==> src/hdl/wlaf_pkg.sv <==
// ============================================================================
// Warm-up leaky average filter package
// Shared widths, defaults, state encoding and the controller/datapath structs.
// ============================================================================
`default_nettype none

package wlaf_pkg;

    // Fixed field and state widths.
    localparam int SAMPLE_W = 12;
    localparam int AVG_W    = 12;
    localparam int SUM_W    = 16;

    // The warm-up divider produces one quotient bit per cycle over the sum width.
    localparam int STEP_W = $clog2(SUM_W);
    localparam logic [STEP_W-1:0] STEP_LAST = STEP_W'(SUM_W - 1);

    // Largest value the average field can carry.
    localparam logic [SUM_W-1:0] AVG_MAX = SUM_W'((1 << AVG_W) - 1);

    // Parameter defaults.
    localparam int WINDOW_DEF      = 16;
    localparam int SAMPLE_BITS_DEF = 12;

    // Controller states.
    typedef enum logic [2:0] {
        S_IDLE,
        S_PREP,
        S_WDIV,
        S_LDIV,
        S_LEAK,
        S_FDIV,
        S_OUT
    } t_state;

    // Commands from the controller to the datapath.
    typedef struct packed {
        logic load;
        logic div_init;
        logic div_step;
        logic win_div;
        logic leak;
        logic out_load;
    } t_cmd;

    // Status from the datapath to the controller.
    typedef struct packed {
        logic warm;
        logic out_free;
    } t_status;

endpackage

`default_nettype wire

==> src/hdl/wlaf_sample_if.sv <==
// ============================================================================
// Sample channel
// Valid/ready channel that carries one raw converter sample per word.
// ============================================================================
`default_nettype none

interface wlaf_sample_if;

    logic                          valid;
    logic                          ready;
    logic [wlaf_pkg::SAMPLE_W-1:0] sample;

    modport source (output valid, output sample, input ready);
    modport sink   (input valid, input sample, output ready);

endinterface

`default_nettype wire

==> src/hdl/wlaf_average_if.sv <==
// ============================================================================
// Average channel
// Valid/ready channel that carries one filtered value per word.
// ============================================================================
`default_nettype none

interface wlaf_average_if;

    logic                       valid;
    logic                       ready;
    logic [wlaf_pkg::AVG_W-1:0] average;

    modport source (output valid, output average, input ready);
    modport sink   (input valid, input average, output ready);

endinterface

`default_nettype wire

==> src/hdl/warmup_leaky_average_filter_unit.sv <==
// Warm-up: setup, 16 serial quotient steps and the output load per sample.
// After warm-up: window division, leak update, window division, output load.
// A new sample is accepted only once the previous result is loaded into the
// output register, so a stalled receiver holds off the next sample.
// Reset (synchronous, active low) clears the running sum, fill count,
// controller state and output valid; no clearing pass is needed.
// ============================================================================
// Warm-up leaky average filter
// Averages converter samples over a growing count, then as a leaky sum.
// ============================================================================
`default_nettype none

module warmup_leaky_average_filter_unit #(
    parameter int WINDOW      = wlaf_pkg::WINDOW_DEF,
    parameter int SAMPLE_BITS = wlaf_pkg::SAMPLE_BITS_DEF
) (
    input  wire logic       i_clk,
    input  wire logic       i_rst_n,
    wlaf_sample_if.sink     i_sample_ch,
    wlaf_average_if.source  o_average_ch
);

    wlaf_pkg::t_cmd    w_cmd;
    wlaf_pkg::t_status w_status;
    logic              w_in_ready;

    // Sequencing of each sample.
    wlaf_controller u_ctrl (
        .i_clk      (i_clk),
        .i_rst_n    (i_rst_n),
        .i_in_valid (i_sample_ch.valid),
        .i_status   (w_status),
        .o_in_ready (w_in_ready),
        .o_cmd      (w_cmd)
    );

    assign i_sample_ch.ready = w_in_ready;

    // Arithmetic and result register.
    wlaf_datapath #(
        .WINDOW      (WINDOW),
        .SAMPLE_BITS (SAMPLE_BITS)
    ) u_dp (
        .i_clk        (i_clk),
        .i_rst_n      (i_rst_n),
        .i_sample     (i_sample_ch.sample),
        .i_cmd        (w_cmd),
        .o_status     (w_status),
        .o_average_ch (o_average_ch)
    );

endmodule

`default_nettype wire

==> src/hdl/wlaf_datapath.sv <==
// ============================================================================
// Filter datapath
// Running sum, fill count, serial restoring divider for warm-up, reciprocal
// multiplier for the division by the window, and output register.
// ============================================================================
`default_nettype none

module wlaf_datapath #(
    parameter int WINDOW      = wlaf_pkg::WINDOW_DEF,
    parameter int SAMPLE_BITS = wlaf_pkg::SAMPLE_BITS_DEF
) (
    input  wire logic                          i_clk,
    input  wire logic                          i_rst_n,
    input  wire logic [wlaf_pkg::SAMPLE_W-1:0] i_sample,
    input  wire wlaf_pkg::t_cmd                i_cmd,
    output wlaf_pkg::t_status                  o_status,
    wlaf_average_if.source                     o_average_ch
);

    localparam int CNT_W = $clog2(WINDOW + 1);
    localparam int SUM_W = wlaf_pkg::SUM_W;
    localparam int SMP_W = wlaf_pkg::SAMPLE_W;
    localparam logic [CNT_W-1:0] WIN_C = CNT_W'(WINDOW);
    localparam logic [SMP_W-1:0] SAMPLE_MASK =
        (SAMPLE_BITS >= SMP_W) ? {SMP_W{1'b1}} : SMP_W'((1 << SAMPLE_BITS) - 1);
    localparam logic [SUM_W:0] SUM_SAT = {1'b0, {SUM_W{1'b1}}};

    // Reciprocal of the window, rounded up, exact for every sum of SUM_W bits.
    localparam int     DIV_L  = $clog2(WINDOW);
    localparam int     DIV_SH = SUM_W + DIV_L;
    localparam int     PROD_W = SUM_W + DIV_SH;
    localparam longint DIV_M  =
        ((longint'(1) << DIV_SH) + longint'(WINDOW) - longint'(1)) / longint'(WINDOW);
    localparam logic [SUM_W+1:0] RECIP = (SUM_W + 2)'(DIV_M);

    logic [SUM_W-1:0]           r_sum;
    logic [CNT_W-1:0]           r_count;
    logic [SMP_W-1:0]           r_x;
    logic [SUM_W-1:0]           r_dvd;
    logic [CNT_W-1:0]           r_rem;
    logic [wlaf_pkg::AVG_W-1:0] r_avg;
    logic                       r_out_valid;

    logic [SMP_W-1:0]  w_x;
    logic [SUM_W:0]    w_add;
    logic [SUM_W-1:0]  w_add_sat;
    logic [SUM_W:0]    w_leak;
    logic [SUM_W-1:0]  w_leak_sat;
    logic [CNT_W-1:0]  w_divisor;
    logic [CNT_W:0]    w_rem_sh;
    logic [CNT_W:0]    w_diff;
    logic              w_ge;
    logic [PROD_W-1:0] w_prod;
    logic [SUM_W-1:0]  w_q_win;

    // Masked sample and the saturating warm-up sum.
    assign w_x       = i_sample & SAMPLE_MASK;
    assign w_add     = {1'b0, r_sum} + (SUM_W + 1)'(w_x);
    assign w_add_sat = (w_add > SUM_SAT) ? {SUM_W{1'b1}} : w_add[SUM_W-1:0];

    // Leak step: the quotient register holds sum / WINDOW at this point.
    assign w_leak     = {1'b0, r_sum - r_dvd} + (SUM_W + 1)'(r_x);
    assign w_leak_sat = (w_leak > SUM_SAT) ? {SUM_W{1'b1}} : w_leak[SUM_W-1:0];

    // Sum over the window by multiplication with the rounded-up reciprocal.
    assign w_prod  = PROD_W'(r_sum) * PROD_W'(RECIP);
    assign w_q_win = w_prod[PROD_W-1:DIV_SH];

    // One restoring division step by the fill count.
    assign w_divisor = r_count;
    assign w_rem_sh  = {r_rem, r_dvd[SUM_W-1]};
    assign w_ge      = (w_rem_sh >= {1'b0, w_divisor});
    assign w_diff    = w_rem_sh - {1'b0, w_divisor};

    // Sum and fill count.
    always_ff @(posedge i_clk) begin
        if (!i_rst_n) begin
            r_sum   <= '0;
            r_count <= '0;
        end else if (i_cmd.load && (r_count < WIN_C)) begin
            r_sum   <= w_add_sat;
            r_count <= r_count + CNT_W'(1);
        end else if (i_cmd.leak) begin
            r_sum <= w_leak_sat;
        end
    end

    // Sample hold and divider registers.
    always_ff @(posedge i_clk) begin
        if (i_cmd.load) begin
            r_x <= w_x;
        end
        if (i_cmd.div_init) begin
            r_dvd <= r_sum;
            r_rem <= '0;
        end else if (i_cmd.div_step) begin
            r_dvd <= {r_dvd[SUM_W-2:0], w_ge};
            r_rem <= w_ge ? w_diff[CNT_W-1:0] : w_rem_sh[CNT_W-1:0];
        end else if (i_cmd.win_div) begin
            r_dvd <= w_q_win;
        end
    end

    // Output register with saturation to the field range.
    always_ff @(posedge i_clk) begin
        if (!i_rst_n) begin
            r_out_valid <= 1'b0;
        end else if (i_cmd.out_load) begin
            r_out_valid <= 1'b1;
        end else if (o_average_ch.ready) begin
            r_out_valid <= 1'b0;
        end
        if (i_cmd.out_load) begin
            r_avg <= (r_dvd > wlaf_pkg::AVG_MAX) ? wlaf_pkg::AVG_W'(wlaf_pkg::AVG_MAX)
                                                  : r_dvd[wlaf_pkg::AVG_W-1:0];
        end
    end

    assign o_average_ch.valid   = r_out_valid;
    assign o_average_ch.average = r_avg;

    assign o_status.warm     = (r_count < WIN_C);
    assign o_status.out_free = !r_out_valid || o_average_ch.ready;

endmodule

`default_nettype wire

==> src/hdl/wlaf_controller.sv <==
// ============================================================================
// Filter controller
// Sequences warm-up or leak updates and the divider passes for each sample.
// ============================================================================
`default_nettype none

module wlaf_controller (
    input  wire logic              i_clk,
    input  wire logic              i_rst_n,
    input  wire logic              i_in_valid,
    input  wire wlaf_pkg::t_status i_status,
    output logic                   o_in_ready,
    output wlaf_pkg::t_cmd         o_cmd
);

    wlaf_pkg::t_state r_state;
    wlaf_pkg::t_state n_state;
    logic [wlaf_pkg::STEP_W-1:0] r_step;
    logic [wlaf_pkg::STEP_W-1:0] n_step;

    // State and step counter registers.
    always_ff @(posedge i_clk) begin
        if (!i_rst_n) begin
            r_state <= wlaf_pkg::S_IDLE;
            r_step  <= '0;
        end else begin
            r_state <= n_state;
            r_step  <= n_step;
        end
    end

    // Next state and commands.
    always_comb begin
        n_state    = r_state;
        n_step     = r_step;
        o_in_ready = 1'b0;
        o_cmd      = '0;
        case (r_state)
            wlaf_pkg::S_IDLE: begin
                o_in_ready = 1'b1;
                if (i_in_valid) begin
                    o_cmd.load = 1'b1;
                    n_state    = i_status.warm ? wlaf_pkg::S_PREP : wlaf_pkg::S_LDIV;
                end
            end
            wlaf_pkg::S_PREP: begin
                o_cmd.div_init = 1'b1;
                n_step         = '0;
                n_state        = wlaf_pkg::S_WDIV;
            end
            wlaf_pkg::S_WDIV: begin
                o_cmd.div_step = 1'b1;
                n_step         = r_step + wlaf_pkg::STEP_W'(1);
                if (r_step == wlaf_pkg::STEP_LAST) begin
                    n_state = wlaf_pkg::S_OUT;
                end
            end
            wlaf_pkg::S_LDIV: begin
                o_cmd.win_div = 1'b1;
                n_state       = wlaf_pkg::S_LEAK;
            end
            wlaf_pkg::S_LEAK: begin
                o_cmd.leak = 1'b1;
                n_state    = wlaf_pkg::S_FDIV;
            end
            wlaf_pkg::S_FDIV: begin
                o_cmd.win_div = 1'b1;
                n_state       = wlaf_pkg::S_OUT;
            end
            wlaf_pkg::S_OUT: begin
                if (i_status.out_free) begin
                    o_cmd.out_load = 1'b1;
                    n_state        = wlaf_pkg::S_IDLE;
                end
            end
            default: begin
                n_state = wlaf_pkg::S_IDLE;
            end
        endcase
    end

`ifndef SYNTHESIS
    // An accepted sample always starts a warm-up or a leak sequence.
    a_accept_start: assert property (@(posedge i_clk) disable iff (!i_rst_n)
        (i_in_valid && o_in_ready) |=>
            (r_state == wlaf_pkg::S_PREP || r_state == wlaf_pkg::S_LDIV))
        else $error("accepted sample did not start processing");

    // The leak update only follows a division by the window.
    a_leak_after_div: assert property (@(posedge i_clk) disable iff (!i_rst_n)
        (r_state == wlaf_pkg::S_LEAK) |-> ($past(r_state) == wlaf_pkg::S_LDIV))
        else $error("leak update without a finished window division");

    // A result is only loaded when the output register can take it.
    a_out_load_free: assert property (@(posedge i_clk) disable iff (!i_rst_n)
        o_cmd.out_load |-> i_status.out_free)
        else $error("output register overwritten while full");
`endif

endmodule

`default_nettype wire
==> src/flat_wrapper.sv <==
// flat-port wrapper written by rule: the top's interface ports become plain ports
module warmup_leaky_average_filter_unit_flat 
#(
    parameter int WINDOW      = wlaf_pkg::WINDOW_DEF,
    parameter int SAMPLE_BITS = wlaf_pkg::SAMPLE_BITS_DEF
)
  (i_clk, i_rst_n, i_sample_ch_valid, i_sample_ch_sample, i_sample_ch_ready, o_average_ch_valid, o_average_ch_average, o_average_ch_ready);
  wlaf_sample_if i_sample_ch_i ();
  wlaf_average_if o_average_ch_i ();
  input  wire logic i_clk;
  input  wire logic i_rst_n;
  input wire logic [$bits(i_sample_ch_i.valid)-1:0] i_sample_ch_valid;
  input wire logic [$bits(i_sample_ch_i.sample)-1:0] i_sample_ch_sample;
  output wire logic [$bits(i_sample_ch_i.ready)-1:0] i_sample_ch_ready;
  output wire logic [$bits(o_average_ch_i.valid)-1:0] o_average_ch_valid;
  output wire logic [$bits(o_average_ch_i.average)-1:0] o_average_ch_average;
  input wire logic [$bits(o_average_ch_i.ready)-1:0] o_average_ch_ready;
  assign i_sample_ch_i.valid = i_sample_ch_valid;
  assign i_sample_ch_i.sample = i_sample_ch_sample;
  assign i_sample_ch_ready = i_sample_ch_i.ready;
  assign o_average_ch_valid = o_average_ch_i.valid;
  assign o_average_ch_average = o_average_ch_i.average;
  assign o_average_ch_i.ready = o_average_ch_ready;
  warmup_leaky_average_filter_unit #(.WINDOW(WINDOW), .SAMPLE_BITS(SAMPLE_BITS)) u_core (.i_clk(i_clk), .i_rst_n(i_rst_n), .i_sample_ch(i_sample_ch_i), .o_average_ch(o_average_ch_i));
endmodule
==> config.mk <==
export PLATFORM = sky130hd
export DESIGN_NAME = warmup_leaky_average_filter_unit_flat
export DESIGN_NICKNAME = d
export VERILOG_FILES = /design/src/hdl/wlaf_pkg.sv /design/src/hdl/wlaf_sample_if.sv /design/src/hdl/wlaf_average_if.sv /design/src/hdl/warmup_leaky_average_filter_unit.sv /design/src/hdl/wlaf_datapath.sv /design/src/hdl/wlaf_controller.sv /design/src/flat_wrapper.sv
export SDC_FILE = /design/constraint.sdc
export NUM_CORES = 1
export LEC_CHECK = 0
export BUFFER_PORTS_ARGS = -buffer_cell sky130_fd_sc_hd__buf_4
export CAP_MARGIN = 5
export CORE_MARGIN = 4
export CORE_UTILIZATION = 62
export DETAILED_ROUTE_END_ITERATION = 8
export PLACE_DENSITY = 0.81
export SLEW_MARGIN = 0
export SYNTH_ARGS = -nofsm -noshare
export SYNTH_HDL_FRONTEND = slang
export SYNTH_HIERARCHICAL = 1
export SYNTH_SLANG_ARGS = --single-unit
==> constraint.sdc <==
create_clock -name i_clk -period 4.5 [get_ports i_clk]
set_clock_uncertainty 0.2 [all_clocks]
set_input_delay 0.45 -clock i_clk [delete_from_list [all_inputs] [get_ports i_clk]]
set_output_delay 0.45 -clock i_clk [all_outputs]
set_load 0.005 [all_outputs]
-- Word level (Yosys, flattened, before mapping)
Cells that the tools add are included.
W data, S select, Z words.
- add/sub/neg operators: 6
- $lt $le $gt $ge: 5
- equal/unequal tests: 10
- mux-type cells: 25
- reductions and logical operators: 10
- operator list (operator ; count):
    $mux W16 ; 7
    $add A16 B12 Y17 ; 2
    $gt A17 B16 Y1 const B ; 2
    $pmux W3 S7 ; 1
    $gt A16 B12 Y1 const B ; 1
    $sub A16 B16 Y16 ; 1
    $mux W1 ; 11
    $eq A3 B3 Y1 const B ; 3
    $mux W3 ; 3
    $pmux W4 S2 ; 1
    $eq A3 B2 Y1 const B ; 2
    $ge A6 B5 Y1 ; 1
    $ne A2 B2 Y1 const B ; 3
    $reduce_bool A2 Y1 ; 3
    $add A5 B1 Y5 const B ; 1
    $lt A5 B5 Y1 const B ; 1
    $mux W5 ; 1
    $sub A5 B5 Y5 ; 1
    $add A4 B1 Y4 const B ; 1
    $eq A4 B4 Y1 const B ; 1
    $eq A3 B1 Y1 const B ; 1
    $logic_not A3 Y1 ; 1
    $reduce_and A3 Y1 ; 1
    $reduce_bool A3 Y1 ; 1
    other kinds (5) ; 5
- bits in registers: 74
- input port bits: 16
- output and inout bits: 14
- word-level logic and storage cells: 65

-- Depth between registers and ports, before layout
Gate-level depths: netlist (run 1).
- word-level depth: 6
- mapped depth: 20

-- Hierarchy
Netlist (run 1), hierarchy kept.
- by module, submodules not included (module ; instances ; cells an instance ; area an instance (um^2) ; sequential area each (um^2)):
    wlaf_datapath ; 1 ; 538 ; 4916.0 ; 1741.7
    wlaf_controller ; 1 ; 59 ; 488.0 ; 140.1

-- Worst setup path after synthesis (run 1)
Ideal clock, no wire load.
- path type: flip-flop to flip-flop
- start: reg u_core.u_dp.r_sum[0]
- end: reg u_core.u_dp.r_sum[15]
- arrival: 3.306 ns
- data required time: 4.175 ns
- path slack: 0.869 ns
- cell stages (with the launch flop): 20
- path buffers: 0
- period minus slack after synthesis: 3.631 ns
- cell sequence: dfxtp_1 -> inv_1 -> ha_1 -> inv_1 -> fa_1 -> a211oi_1 -> o21a_1 -> nor3_1 -> nor2_1 -> o21bai_1 -> a21oi_1 -> xnor2_1 -> ha_1 -> nand3_1 -> nor3b_1 -> o21ai_0 -> a21oi_1 -> and3_1 -> mux2i_1 -> nor4_1
- word-level cells in the longest chain between the ends: 6
- elaborated cells between the ends (all ways): 9
- ends and longest elaborated chain (item ; RTL line ; RTL):
    start: declaration ; wlaf_datapath.sv:36 ; logic [SUM_W-1:0] r_sum;
    start signal: assignment ; wlaf_datapath.sv:81 ; r_sum <= w_add_sat;
    start signal: assignment ; wlaf_datapath.sv:84 ; r_sum <= w_leak_sat;
    $sub A16 B16 Y16 ; wlaf_datapath.sv:62 ; assign w_leak = {1'b0, r_sum - r_dvd} + (SUM_W + 1)'(r_x);
    $add A16 B12 Y17 ; wlaf_datapath.sv:62 ;
    $gt A17 B16 Y1 ; wlaf_datapath.sv:63 ; assign w_leak_sat = (w_leak > SUM_SAT) ? {SUM_W{1'b1}} : w_leak[SUM_W-1:0];
    $mux W16 ; wlaf_datapath.sv:63 ;
    $mux W16 ; wlaf_datapath.sv:83 ; end else if (i_cmd.leak) begin
    $mux W16 * ; wlaf_datapath.sv:80 ; end else if (i_cmd.load && (r_count < WIN_C)) begin
Every way passes the cells marked *; elsewhere a longest branch is shown, timed or not. The select of a mux whose other input is x is not followed.
A chain may end at the register's enable or synchronous reset.

-- Worst setup path in the final report (run 1)
- start: reg u_core.u_dp.r_sum[0]
- end: reg u_core.u_dp.r_sum[13]
Same word-level chain as after synthesis.

==> results of run 1 <==
[synthesized netlist by cell type (all sizes together) (2+ instances only)]
master and n:
nor2 39, o31ai 5, a21oi 44, clkbuf 11, or2 3, a211o 3, nor3 12, edfxtp 40
nand3 11, o21a 13, mux2i 14, xor2 14, a21boi 3, inv 40, nor2b 6, ha 49
nor3b 3, and2 3, nand2b 11, nand4 5, buf 8, a21o 11, or3 3, xnor2 25
a221oi 5, a31oi 6, o211ai 4, o21ai 49, nand3b 2, and3 4, o41ai 2, o221a 4
dfxtp 34, a211oi 10, nor4 5, o2111a 2, o31a 3, and4 4, nand2 59, fa 4
o221ai 7, o21bai 4
[final timing paths]
path	startpoint	to	slack (ns)	depth (start not counted)
max	u_core/u_dp/r_sum[0]	u_core/u_dp/r_sum[13]	0.27	16
max reg2reg	u_core/u_dp/r_sum[0]	u_core/u_dp/r_sum[13]	0.27	16
min	i_sample_ch_sample[3]	u_core/u_dp/r_x[3]	0.08	1
min reg2reg	u_core/u_dp/r_count[2]	u_core/u_dp/r_count[4]	0.29	2
[sequential cells by signal, indices dropped and copies added (netlist names)]
register                          cells
u_core/u_ctrl/r_state                 3
u_core/u_ctrl/r_step                  4
u_core/u_dp/o_average_ch.average     12
u_core/u_dp/o_average_ch.valid        1
u_core/u_dp/r_count                   5
u_core/u_dp/r_dvd                    16
u_core/u_dp/r_rem                     5
u_core/u_dp/r_sum                    16
u_core/u_dp/r_x                      12
[routing by layer]
layer,routed length (microns),part of all wire,GRT usage,up-vias
li1,-,-,-,2251
met4,498,0.036,0.1339,0
met1,5615,0.41,0.3641,2249
met2,6607,0.48,0.4588,216
met3,1085,0.079,0.05441,43
met5,0,0,0,-
[stage by stage]
step / util / hold slack, ns / area, sq um / instances
2_1_floorplan: - / 0.2623 / 5404 / 597
3_3_place_gp: 0.6835 / 0.2815 / 5700 / 718
3_5_place_dp: 0.6835 / 0.2827 / 5700 / 718
4_1_cts: 0.7153 / 0.06884 / 5966 / 734
5_1_grt: 0.7165 / 0.06395 / 5976 / 734
6_report: 0.7165 / 0.08465 / 5976 / 734
[kinds of logic after synthesis]
family / share of synthesized area
simple gates: 0.1625
flops: 0.3482
xor+xnor: 0.06321
fa+ha+maj: 0.1283
compound gates: 0.2230
buf+inv: 0.04677
mux: 0.02801
[final cells by class]
class | instances | area (sq um)
Multi-Input combinational cell | 464 | 3284
Fill cell | 636 | 2365
Sequential cell | 74 | 1882
Timing Repair Buffer | 35 | 262.8
Inverter | 40 | 150.1
Clock inverter | 7 | 141.4
Tap cell | 105 | 131.4
Clock buffer | 9 | 123.9
==> impl_metrics.yaml, run 1 <==
worst_setup_path:
  worstSetupEndpointType: "flop"
  critPathSlowestCell: "o31a_1"
  critPathMaxFanout: 10
  worst_setup_path_start_kind: "flop"
  crit_arrival_ns: 4.27
  max_stage_delay_ns: 0.49
  path_class: "reg -> reg"
  critical_path.top_delay_family: "compound AO/OA/AOI/OAI gates"
  required_ns: 4.54
  crit_buf_inv: 2
  path_cells: "inv_1 -> ha_1 -> inv_1 -> fa_1 -> a211oi_2 -> o21bai_1 -> a21oi_1 -> xnor2_1 -> ha_1 -> a211o_1 -> o221a_2 -> o21a_1 -> o21ai_2 -> o31a_1 -> a21oi_1 -> o221a_2"
clock_tree:
  cts_resized: 0
  clkSinkCount: 74
  post_cts_buffers: 0
  cts_tree: "done"
  numCtsBuffers: 9
  htreeDepth: 3
  hold_buffers: 0
  clk_latency_ns: 0.35
  cts_root_buf: "clkbuf_8"
  cts_max_path_buffers: 2
  clkTransAtPathRegs_ns: 0.08
status:
  outcome: "finished, final reports clean"
floorplanning:
  fp-row-count: 33
  die_x_microns: 101.4
  die_h_microns: 101.4
  core_area_sq_um: 8341
  die-area_sq_um: 10270
  start_util: 0.6479
  io_pins: 30
timing:
  max-slew-margin-rel: 0.5083
  finalMaxSlewViolations: 0
  setup_tns_ns: 0
  min_period_ns: 4.232
  fin_crit_sh: 0.9404
  rsz0062_at_grt: "no"
  fmax_mhz: 236.3
  tightest_slew_ns: 0.7376
  hold_violations: 0
  setup_viol: 0
  worst_slack_ns: 0.2683
layout:
  drive_gt1_frac: 0.1145
  final_common_cell: "nand2_1"
  area.growth.synth_to_final_pct: 10.58
  diodes: 0
  layout_common_cells: "nand2_1 (59), ha_1 (49), o21ai_0 (46)"
  fin_nets: 693
grt:
  grtUsageTotal: 0.2829
  gr-total-overflow: 0
  grt_antenna_before_repair: 0
  grt_pass1_vias: 4688
  grt_pass1_wl_microns: 22770
  grt_max_degree: 39
logic_synthesis:
  yosys_warnings: 6
  synth_edf_count: 40
  synth.area.top_cells: "edfxtp_1 (22%), dfxtp_1 (13%), ha_1 (11%)"
  yosysTopAreaCellShare: 0.2223
  seq_area_frac_synth: 0.3482
  yosysTopAreaCell: "edfxtp_1"
  avgSynthCellArea_sq_um: 9.052
  syn_nets: 666
  synthArstFlopShare: 0
  synth_area_sq_um: 5404
  ys_ff_latch: 74
  synthCells: 597
  synth_cell_types: 71
  synth_ff_type: "edfxtp_1"
routing:
  drtPass1Iterations: 5
  vias: 4759
  first_iter_violations: 429
  wl_microns: 13810
  drc: 0
  vias_per_cell: 6.484
  wire_per_inst_microns: 18.81
  ant_nets: 0
place:
  port_buffers: 29
  place.gp.congestion: 0.9254
  dp_hpwl_microns: 10230
  place_ws_ns: 0.3680
run:
  maxCapViolations: 0
hold_path:
  hp-class: "in -> reg"
Power of run 1 is left out: the tool's default activity adds up to more than one toggle a clock period on the data nets, which glitch-free logic cannot reach.
==> inputs of run 2 (changes only) <==
Settings changed: BUFFER_PORTS_ARGS -buffer_cell sky130_fd_sc_hd__buf_4 to -buffer_cell sky130_fd_sc_hd__buf_2.
==> impl_metrics.yaml, run 2 (synthesis results as in run 1) <==
floorplanning:
  die_x_microns: 101.4
  start_util: 0.6479
  die_h_microns: 101.4
  core_area_sq_um: 8341
  fp-row-count: 33
  die-area_sq_um: 10270
  io_pins: 30
routing:
  wire_per_inst_microns: 18.21
  wl_microns: 13360
  drc: 0
  drtPass1Iterations: 7
  vias: 4600
  first_iter_violations: 355
  ant_nets: 0
  vias_per_cell: 6.267
timing:
  tightest_slew_ns: 0.7352
  setup_viol: 0
  rsz0062_at_grt: "no"
  min_period_ns: 4.201
  fin_crit_sh: 0.9336
  setup_tns_ns: 0
  fmax_mhz: 238.0
  hold_violations: 0
  finalMaxSlewViolations: 0
  max-slew-margin-rel: 0.5098
layout:
  area.growth.synth_to_final_pct: 7.710
  fin_nets: 693
  final_common_cell: "nand2_1"
  diodes: 0
  fin_util: 0.6979
  top_regs: "u_core/u_dp/r_dvd x16, u_core/u_dp/r_sum x16"
  drive_gt1_frac: 0.1113
  layout_common_cells: "nand2_1 (59), ha_1 (49), o21ai_0 (46)"
  fin_area_sq_um: 5821
  n_fill_cell: 694
worst_setup_path:
  critical_path.top_delay_family: "compound AO/OA/AOI/OAI gates"
  worst_setup_path_start_kind: "flop"
  path_class: "reg -> reg"
  crit_buf_inv: 2
  required_ns: 4.56
  crit_arrival_ns: 4.26
  path_cells: "inv_1 -> ha_1 -> inv_1 -> fa_1 -> a211oi_1 -> o21bai_1 -> a21oi_1 -> xnor2_1 -> ha_1 -> a2111oi_0 -> o21ai_0 -> nor3b_1 -> o21ai_0 -> a21oi_1 -> and3_1 -> mux2i_1 -> nor4_1"
  reg2regPathDepth: 17
  worstSetupEndpointType: "flop"
  path_depth: 17
  critPathSlowestCell: "a2111oi_0"
  max_stage_delay_ns: 0.47
  critPathMaxFanout: 4
place:
  dp_hpwl_microns: 10180
  place.gp.congestion: 0.9364
  place_area_sq_um: 5628
  port_buffers: 29
clock_tree:
  hold_buffers: 0
  numCtsBuffers: 9
  cts_resized: 0
  clkTransAtPathRegs_ns: 0.09
  clkSinkCount: 74
  cts_root_buf: "clkbuf_8"
  cts_tree: "done"
  post_cts_buffers: 0
  htreeDepth: 3
  clk_latency_ns: 0.35
  cts_max_path_buffers: 2
hold_path:
  min_path_cells: 1
  hp-class: "in -> reg"
run:
  maxCapViolations: 0
grt:
  grtUsageTotal: 0.2652
  grt_antenna_before_repair: 0
  grt_pass1_vias: 4293
  grt_pass1_wl_microns: 21280
  gr-total-overflow: 0
  grt_max_degree: 39
status:
  outcome: "finished, final reports clean"
[run 2: cell count changes in the layout (fill, tap and decap cells not counted)]
cell and delta:
clkinv_2 +2, nor3b_2 -1, a211oi_1 +1, buf_4 -29, bufinv_16 -3, a211oi_2 -1, clkinvlp_4 +1, nor3b_1 +1
buf_2 +29, clkinv_4 -1, inv_6 +1
[run 2: final timing paths]
path	from	to	slack, ns
worst max-delay path	u_core/u_dp/r_sum[0]	u_core/u_dp/r_sum[15]	0.30
worst min-delay path	i_sample_ch_sample[4]	u_core/u_dp/r_x[4]	0.08
worst max register to register	u_core/u_dp/r_sum[0]	u_core/u_dp/r_sum[15]	0.30
worst min register to register	u_core/u_dp/r_count[3]	u_core/u_dp/r_count[4]	0.29
[run 2: area by class of cell]
cell class / count / area, sq um / share of cell area
multi-input combinational: 464 / 3274 / 0.5626
sequential: 74 / 1882 / 0.3233
timing repair buffer: 35 / 190.2 / 0.03267
inverter: 40 / 150.1 / 0.02580
tap: 105 / 131.4 / 0.02257
clock buffer: 9 / 123.9 / 0.02128
clock inverter: 7 / 68.82 / 0.01182
[run 2: through the flow]
stage	worst slack (ns)	cells	hold WS, ns
global route	0.0006186	734	0.06255
global placement	0.5145	718	0.2819
finish	0.2990	734	0.08465
detailed placement	0.3899	718	0.2867
floorplan	0.8692	597	0.2623
CTS	0.3706	734	0.07465
[run 2: metal layers]
| layer | GRT usage | share of wire | vias up |
|---|---|---|---|
| met4 | 0.1186 | 0.038 | 0 |
| met5 | 0 | 0 | - |
| met1 | 0.3515 | 0.43 | 2131 |
| li1 | - | - | 2253 |
| met3 | 0.05303 | 0.067 | 40 |
| met2 | 0.4205 | 0.46 | 176 |
Power of run 2 is left out for the same reason.
==> inputs of run 3 (changes only) <==
Clock period 4.5 ns to 4.69 ns, I/O delays scaled along.
==> impl_metrics.yaml, run 3 (synthesis results as in run 1) <==
layout:
  fin_nets: 690
  top_regs: "u_core/u_dp/r_dvd x16, u_core/u_dp/r_sum x16"
  layout_common_cells: "nand2_1 (59), ha_1 (49), o21ai_0 (46)"
  drive_gt1_frac: 0.1038
  area.growth.synth_to_final_pct: 7.224
  final_common_cell: "nand2_1"
  n_fill_cell: 701
  diodes: 0
floorplanning:
  die_x_microns: 101.4
  io_pins: 30
  die-area_sq_um: 10270
  start_util: 0.6479
  die_h_microns: 101.4
  fp-row-count: 33
  core_area_sq_um: 8341
timing:
  finalMaxSlewViolations: 0
  min_period_ns: 4.166
  hold_violations: 0
  rsz0062_at_grt: "no"
  setup_viol: 0
  fin_crit_sh: 0.8883
  fmax_mhz: 240.0
  setup_tns_ns: 0
  tightest_slew_ns: 0.7393
  max-slew-margin-rel: 0.5071
place:
  port_buffers: 29
  dp_hpwl_microns: 10110
  place.gp.congestion: 0.9218
clock_tree:
  cts_tree: "done"
  cts_root_buf: "clkbuf_8"
  numCtsBuffers: 9
  cts_max_path_buffers: 2
  clkSinkCount: 74
  hold_buffers: 0
  htreeDepth: 3
  clkTransAtPathRegs_ns: 0.08
  clk_latency_ns: 0.35
  cts_resized: 0
  post_cts_buffers: 0
routing:
  vias: 4651
  vias_per_cell: 6.363
  wl_microns: 13230
  ant_nets: 0
  first_iter_violations: 324
  wire_per_inst_microns: 18.10
  drtPass1Iterations: 6
  drc: 0
grt:
  grt_antenna_before_repair: 0
  grt_max_degree: 39
  grtUsageTotal: 0.2708
  grt_pass1_vias: 4464
  gr-total-overflow: 0
  grt_pass1_wl_microns: 21690
run:
  maxCapViolations: 0
worst_setup_path:
  crit_arrival_ns: 4.19
  regToRegStartpoint: "u_core/u_dp/r_sum[0]"
  r2r_slack_ns: 0.52
  cp-startpoint: "u_core/u_dp/r_sum[0]"
  critPathMaxFanout: 4
  worst_setup_path_start_kind: "flop"
  endpoint: "u_core/u_dp/r_sum[15]"
  worstReg2RegEnd: "u_core/u_dp/r_sum[15]"
  reg2regPathDepth: 19
  required_ns: 4.72
  worstSetupEndpointType: "flop"
  path_class: "reg -> reg"
hold_path:
  hp-class: "in -> reg"
status:
  outcome: "finished, final reports clean"
[run 3: cell count changes in the layout (fill, tap and decap cells not counted), sizes merged]
| cell | change |
|---|---|
| buf | -3 |
| inv | -1 |
| clkbuf | +4 |
| clkinv | -2 |
| clkinvlp | -1 |
[run 3: final cells by class]
class                           instances  area [sq um]  area share
Inverter                               40         150.1     0.02591
Timing Repair Buffer                   32         167.7     0.02894
Tap cell                              105         131.4     0.02267
Multi-Input combinational cell        464          3274      0.5651
Clock inverter                          3         40.04    0.006910
Sequential cell                        74          1882      0.3248
Clock buffer                           13         148.9     0.02570
[run 3: worst min path at each step]
stage / slack [ns] / end / startpoint / depth (start not counted)
2_1_floorplan: 0.26 / u_core/u_dp/r_rem[1] / u_core/u_dp/r_rem[1] / 2
3_3_place_gp: 0.28 / u_core/u_dp/r_rem[1] / u_core/u_dp/r_rem[1] / 2
3_5_place_dp: 0.29 / u_core/u_dp/r_count[4] / u_core/u_dp/r_count[3] / 2
4_1_cts: 0.10 / u_core/u_dp/r_x[3] / i_sample_ch_sample[3] / 1
5_1_grt: 0.10 / u_core/u_dp/r_x[4] / i_sample_ch_sample[4] / 1
6_report: 0.10 / u_core/u_dp/r_x[6] / i_sample_ch_sample[6] / 1
[run 3: worst max-delay path, cell delays in order, from the launching register on]
cell	delay [ns]
dfxtp_1	0.34
inv_1	0.06
ha_1	0.15
inv_1	0.05
fa_1	0.42
a211oi_1	0.38
o21a_1	0.29
nor3_1	0.06
nor2_1	0.15
o21bai_1	0.08
a21oi_1	0.17
xnor2_1	0.11
ha_1	0.36
nand3_1	0.10
nor3b_1	0.29
o21ai_0	0.14
a21oi_1	0.21
and3_1	0.20
mux2i_1	0.21
nor4_1	0.07
[run 3: routing by layer]
metal	global-route usage	vias up	wire length, microns
met5	0	-	0
met4	0.1329	0	475
met3	0.03168	45	838
met2	0.4331	181	6223
met1	0.3649	2184	5690
li1	-	2241	-
[run 3: stage by stage]
stage / worst slack [ns] / std cells / util / hold slack [ns] / cell area, sq um
floorplan: 1.059 / 597 / - / 0.2623 / 5404
global placement: 0.7158 / 715 / 0.6721 / 0.2812 / 5605
detailed placement: 0.6007 / 715 / 0.6721 / 0.2853 / 5605
CTS: 0.5674 / 731 / 0.6947 / 0.1011 / 5794
global route: 0.1770 / 731 / 0.6947 / 0.1006 / 5794
finish: 0.5239 / 731 / 0.6947 / 0.1046 / 5794
Power of run 3 is left out for the same reason.
